===== src/lzgbd_pkg.sv =====
// Shared types and constants for the LZ gamma bit-flag decompressor.
`default_nettype none
package lzgbd_pkg;

	localparam int WINDOW_DEPTH = 8192;
	localparam int ADDR_W = $clog2(WINDOW_DEPTH);
	localparam int MAX_COPY = 64;

	typedef enum logic [3:0] {
		PH_HEADER,
		PH_TOKEN,
		PH_KIND,
		PH_LONGBITS,
		PH_GCONT,
		PH_GVAL,
		PH_LITERAL,
		PH_SHORTD,
		PH_LONGD,
		PH_ENDED,
		PH_FAILED
	} phase_t;

	typedef enum logic [1:0] {
		E_IDLE,
		E_BITS,
		E_CRD,
		E_CWR
	} eng_t;

	typedef struct packed {
		logic restart;
		logic hdr;
		logic load_flag;
		logic step_bit;
		logic set_dist_short;
		logic set_dist_long;
		logic shift_dist;
		logic gval;
		logic start_copy;
		logic copy_rd;
		logic copy_wr;
		logic put_lit;
		logic emit;
		logic emit_end;
		logic emit_bad;
		logic emit_last;
	} cmd_t;

	typedef struct packed {
		logic bit_val;
		logic mask_zero;
		logic hdr_done;
		logic byte_zero;
		logic dist_final;
		logic too_long;
		logic copy_last;
		logic out_busy;
		logic out_free;
	} stat_t;

endpackage
`default_nettype wire


===== src/lzgbd_ctrl.sv =====
// Controller: parse phase and engine sequencing.
`default_nettype none
module lzgbd_ctrl
	import lzgbd_pkg::*;
(
	input  wire logic  clk,
	input  wire logic  arst_n,
	input  wire logic  s_tvalid,
	input  wire logic  s_tuser,
	output logic       s_tready,
	input  wire stat_t st,
	output cmd_t       cmd
);

	eng_t   eng_q, eng_d;
	phase_t phase_q, phase_d;
	phase_t eff_ph;
	logic   in_bits_phase;

	always_ff @(posedge clk or negedge arst_n) begin
		if (!arst_n) begin
			eng_q   <= E_IDLE;
			phase_q <= PH_HEADER;
		end else begin
			eng_q   <= eng_d;
			phase_q <= phase_d;
		end
	end

	assign in_bits_phase = (phase_q == PH_TOKEN) || (phase_q == PH_KIND) ||
		(phase_q == PH_LONGBITS) || (phase_q == PH_GCONT) || (phase_q == PH_GVAL);

	always_comb begin
		cmd      = '0;
		eng_d    = eng_q;
		phase_d  = phase_q;
		s_tready = 1'b0;
		eff_ph   = s_tuser ? PH_HEADER : phase_q;
		case (eng_q)
			E_IDLE: begin
				s_tready = !st.out_busy;
				if (s_tvalid && !st.out_busy) begin
					cmd.restart = s_tuser;
					phase_d = eff_ph;
					case (eff_ph)
						PH_HEADER: begin
							cmd.hdr = 1'b1;
							if (st.hdr_done)
								phase_d = PH_TOKEN;
						end
						PH_TOKEN, PH_KIND, PH_LONGBITS, PH_GCONT, PH_GVAL: begin
							cmd.load_flag = 1'b1;
							eng_d = E_BITS;
						end
						PH_LITERAL: begin
							cmd.put_lit   = 1'b1;
							cmd.emit      = 1'b1;
							cmd.emit_last = 1'b1;
							phase_d = PH_TOKEN;
							eng_d   = E_BITS;
						end
						PH_SHORTD: begin
							if (st.byte_zero) begin
								cmd.emit      = 1'b1;
								cmd.emit_end  = 1'b1;
								cmd.emit_last = 1'b1;
								phase_d = PH_ENDED;
							end else begin
								cmd.set_dist_short = 1'b1;
								phase_d = PH_GCONT;
								eng_d   = E_BITS;
							end
						end
						PH_LONGD: begin
							cmd.set_dist_long = 1'b1;
							phase_d = PH_LONGBITS;
							eng_d   = E_BITS;
						end
						default: begin
							cmd.emit      = 1'b1;
							cmd.emit_bad  = 1'b1;
							cmd.emit_last = 1'b1;
						end
					endcase
				end
			end
			E_BITS: begin
				if (st.mask_zero || !in_bits_phase) begin
					eng_d = E_IDLE;
				end else if (st.out_free) begin
					cmd.step_bit = 1'b1;
					case (phase_q)
						PH_TOKEN: phase_d = st.bit_val ? PH_KIND : PH_LITERAL;
						PH_KIND:  phase_d = st.bit_val ? PH_LONGD : PH_SHORTD;
						PH_LONGBITS: begin
							cmd.shift_dist = 1'b1;
							if (st.dist_final)
								phase_d = PH_GCONT;
						end
						PH_GCONT: begin
							if (st.bit_val) begin
								phase_d = PH_GVAL;
							end else if (st.too_long) begin
								cmd.emit      = 1'b1;
								cmd.emit_bad  = 1'b1;
								cmd.emit_last = 1'b1;
								phase_d = PH_FAILED;
							end else begin
								cmd.start_copy = 1'b1;
								phase_d = PH_TOKEN;
								eng_d   = E_CRD;
							end
						end
						PH_GVAL: begin
							cmd.gval = 1'b1;
							phase_d  = PH_GCONT;
						end
						default: ;
					endcase
				end
			end
			E_CRD: begin
				cmd.copy_rd = 1'b1;
				eng_d = E_CWR;
			end
			E_CWR: begin
				if (st.out_free) begin
					cmd.copy_wr   = 1'b1;
					cmd.emit      = 1'b1;
					cmd.emit_last = st.copy_last;
					eng_d = st.copy_last ? E_BITS : E_CRD;
				end
			end
			default: eng_d = E_IDLE;
		endcase
	end

endmodule
`default_nettype wire


===== config.mk =====
export PLATFORM = sky130hd
export DESIGN_NAME = lzgbd_ctrl
export DESIGN_NICKNAME = d
export VERILOG_FILES = /design/src/lzgbd_pkg.sv /design/src/lzgbd_ctrl.sv
export SDC_FILE = /design/constraint.sdc
export NUM_CORES = 1
export LEC_CHECK = 0
export ABC_AREA = 0
export ABC_CLOCK_PERIOD_IN_PS = 1800
export BUFFER_PORTS_ARGS = -buffer_cell sky130_fd_sc_hd__buf_2
export CAP_MARGIN = 15
export CORE_MARGIN = 8
export CORE_UTILIZATION = 44
export CTS_CLUSTER_DIAMETER = 150
export CTS_CLUSTER_SIZE = 10
export DETAILED_ROUTE_END_ITERATION = 7
export PLACE_DENSITY = 0.86
export SETUP_SLACK_MARGIN = 0.2
export SLEW_MARGIN = 20
export SYNTH_ARGS = -nofsm -noshare
export SYNTH_HDL_FRONTEND = slang
export SYNTH_SLANG_ARGS = --single-unit

===== constraint.sdc =====
create_clock -name clk -period 1.8 [get_ports clk]
set_input_delay 0.09 -clock clk [delete_from_list [all_inputs] [get_ports clk]]
set_output_delay 0.09 -clock clk [all_outputs]
set_load 0.03 [all_outputs]

==> metrics.md <==
| Metric | Value |
|---|---|
| Status | finished, violations left |
| Violated checks | negative setup slack |
| Syn nets | 127 |
| Final HPWL DP | 2.44 mm |
| Power Density | 1510 mW/mm^2 |
| Layout cells sized above 1 | 60.3% |
| Worst-path maximum fanout | 4 |
| Worst slew margin | 73.9% |
| Crit start category | flop |
| Initial Utilization | 47.0% |
| Synthesized instance count | 114 |
| Total Routed Length | 4.73 mm |
| GPL Wtd Cong | 0.971 |
| Pre-Repair DR Iteration Count | 4 |
| Total gr overflow | 0 |
| Multi-input gate area | 793 um^2 |
| # H-tree levels | 1 |
| Pleak | 0.000744 uW |
| WL/cell | 22.6 um |
| RSZ-0062 raised after global routing | yes |
| Vias in the first global route | 1268 |
| First-pass GRT wire length | 5.95 mm |
| Critical path type | reg -> out |
| Clk root buf | clkbuf_4 |
| Register bit count reported by yosys | 6 |
| Total Die Area | 0.00350 mm^2 |
| Worst VDD drop | 1.16 mV |
| NumNets Final | 198 |
| Avg Cell Area, Syn | 7.19 um^2 |
| Synthesized area | 820 um^2 |
| Sequential Area | 153 um^2 |
| Clock slew at reported path FFs | 0.04 ns |
| Crit share post-route | 112% |
| Setup crit end kind | primary output |
| # rows | 15 |
| Worst Clk Skew | 0.0133 ns |
| CP delay by family, top | compound AO/OA/AOI/OAI gates |
| Largest net degree at the start of global routing | 12 |
| Tot Pwr | 2470 uW |
| Max-Cap Viols | 0 |
| Area after DPL | 0.00118 mm^2 |
| DP Worst Slack | -0.0506 ns |
| Yosys warning total | 0 |
| DR DRC count | 0 |
| Buf+Inv Stages, Crit Path | 3 |
| Vias | 1371 |
| Longest Clk Path Bufs | 2 |
| Post-synthesis sequential area ratio | 18.3% |
| Worst Hold Class | in -> reg |
| Netlist cell types | 45 |
| Max Slew Vio Count | 0 |
| Area Growth Syn to Fin | 98.9% |
| Global-route usage over all layers | 21.9% |
| Setup violators final | 16 |
| Total CTS buffers | 3 |
| Chip width | 59.2 um |
| Final WS setup | -0.222 ns |
| IO buf count | 29 |
| Initial DRC Count | 123 |
| Req. time, crit path | 1.71 ns |
| Slowest-stage cell, CP | dfrtp_1 |
| Commonest non-fill, non-tap cell in the layout | buf_4 |
| CTS tree | done |
| Fin area | 0.00163 mm^2 |
| Hold Fails Final Rpt | 0 |
| FILL cells | 63 |
| Die height | 59.2 um |
| Critical path's most frequent cell | buf_6 |
| Antenna violations before repair | 0 |
| Period minus WS final | 2.02 ns |
| Core Region | 0.00175 mm^2 |
| Most frequent cells in the layout | buf_4, buf_6, buf_2 |
| Critical Path, Cell by Cell | buf_6 -> a2111oi_4 -> buf_4 -> nand4_1 -> o21ai_2 -> or2_4 -> buf_6 |
| F_max | 0.494 GHz |
| Top Ports | 30 |
| Worst Tran Pin Value | 0.390 ns |
| CP peak stage delay | 0.39 ns |
| CTS Sinks | 6 |
| Post-route ant nets | 0 |
| Worst-Skew Late Latency | 0.25 ns |
| Via density | 6.56 |
| Arrival @ worst endpoint | 1.93 ns |
| Diode count | 0 |
## worst reg2reg max path: cells and delay by family, from the launching register on
family	cells	cell delay (ns)
and+or+nand+nor	3	0.89
AOI/OAI and AO/OA	2	0.31
buffers and inverters	1	0.20
DFF	1	0.41
## Yosys cell counts
library cell | number | share of area, %
o22ai_1 | 2 | 1.5
nor4b_1 | 1 | 1.1
a21o_1 | 2 | 1.8
or3_1 | 1 | 0.76
nand4_1 | 1 | 0.76
a2111oi_4 | 1 | 3.4
nor3_1 | 10 | 6.1
a2111oi_0 | 1 | 1.1
nor3b_2 | 1 | 1.5
o22a_1 | 1 | 1.1
nand2b_1 | 7 | 5.3
buf_2 | 4 | 2.4
dfrtp_1 | 6 | 18
or2_4 | 1 | 1.1
or4_1 | 1 | 0.92
o21a_1 | 2 | 1.8
a31oi_1 | 1 | 0.76
and2_1 | 1 | 0.76
nor3b_1 | 1 | 0.92
a22oi_1 | 1 | 0.92
o22ai_2 | 1 | 1.5
o32ai_1 | 1 | 1.1
nand3_1 | 4 | 2.4
inv_1 | 3 | 1.4
o31a_1 | 1 | 1.1
a21oi_1 | 10 | 6.1
buf_6 | 1 | 1.4
o21ai_1 | 2 | 1.2
inv_2 | 1 | 0.46
nor3_2 | 1 | 1.2
o211ai_1 | 1 | 0.92
or2_0 | 1 | 0.76
nor2b_1 | 5 | 3.8
a2bb2oi_1 | 1 | 1.1
nand2_1 | 6 | 2.7
nor4b_2 | 1 | 1.8
clkbuf_1 | 3 | 1.4
and3_1 | 3 | 2.3
nand3b_1 | 1 | 0.92
o21ai_0 | 5 | 3.1
or2_1 | 1 | 0.76
mux2_2 | 2 | 2.7
a211o_1 | 1 | 1.1
or4_4 | 1 | 1.4
nor2_1 | 11 | 5.0
## registers in the layout (all words and copies together) (netlist names)
register  count
eng_q         2
phase_q       4
## layout make-up
cell class,instances,share of cell area (%)
tap,25,1.92
multi-input combinational,96,48.7
inverter,4,0.921
sequential,6,9.36
timing repair buffer,74,37.5
clock buffer,4,1.61
## final timing paths
path / start / to / slack (ns) / cells past startpoint
max: phase_q[1]$_DFFE_PN0P_ / cmd[3] / -0.22 / 7
max in group asynchronous: arst_n / phase_q[1]$_DFFE_PN0P_ / 1.45 / 2
min in group asynchronous: arst_n / phase_q[3]$_DFFE_PN0P_ / 0.19 / 2
max reg2reg: phase_q[3]$_DFFE_PN0P_ / eng_q[1]$_DFFE_PN0P_ / -0.12 / 6
min reg2reg: phase_q[0]$_DFFE_PN0P_ / phase_q[0]$_DFFE_PN0P_ / 0.81 / 2
min: st[2] / eng_q[1]$_DFFE_PN0P_ / 0.11 / 2
## repair_timing
item                       CTS  global route
hold endpoints to repair     6             0
buffers inserted            15             8
pin swaps                   13            11
hold buffers                 1             0
setup endpoints to repair   20            20
resized for setup           33            29
## power by group
part	internal (uW)	leakage, uW	total, uW	switching (uW)
combinational	913	0.000655	2040	1130
clock	84.0	0.0000150	134	49.6
sequential	199	0.0000739	290	91.9
total	1200	0.000744	2470	1270
## through the flow
| step | utilization (%) | cells | hold slack, ns | setup TNS, ns |
|---|---|---|---|---|
| after floorplan | - | 114 | -0.206 | -0.0652 |
| after global placement | 67.5 | 181 | -0.0840 | 0 |
| after detailed placement | 67.5 | 181 | -0.0795 | -0.0620 |
| after CTS | 82.5 | 201 | 0.0895 | -0.737 |
| after global routing | 93.4 | 209 | 0.102 | -2.25 |
| final | 93.4 | 209 | 0.112 | -1.63 |
## metal layers
layer | GRT usage, % | vias up | share of wire (%)
li1 | - | 562 | -
met1 | 23.6 | 632 | 33
met2 | 36.1 | 135 | 47
met3 | 5.64 | 42 | 13
met4 | 16.0 | 0 | 7.9
met5 | 0 | - | 0
## logic make-up after synthesis
family / count (synthesis) / synth area share [%]
compound gates: 34 / 29.5
buf+inv: 12 / 7.02
flops: 6 / 18.3
mux: 2 / 2.75
simple gates: 60 / 42.4
No activity file was read; power rests on OpenSTA's default activity.
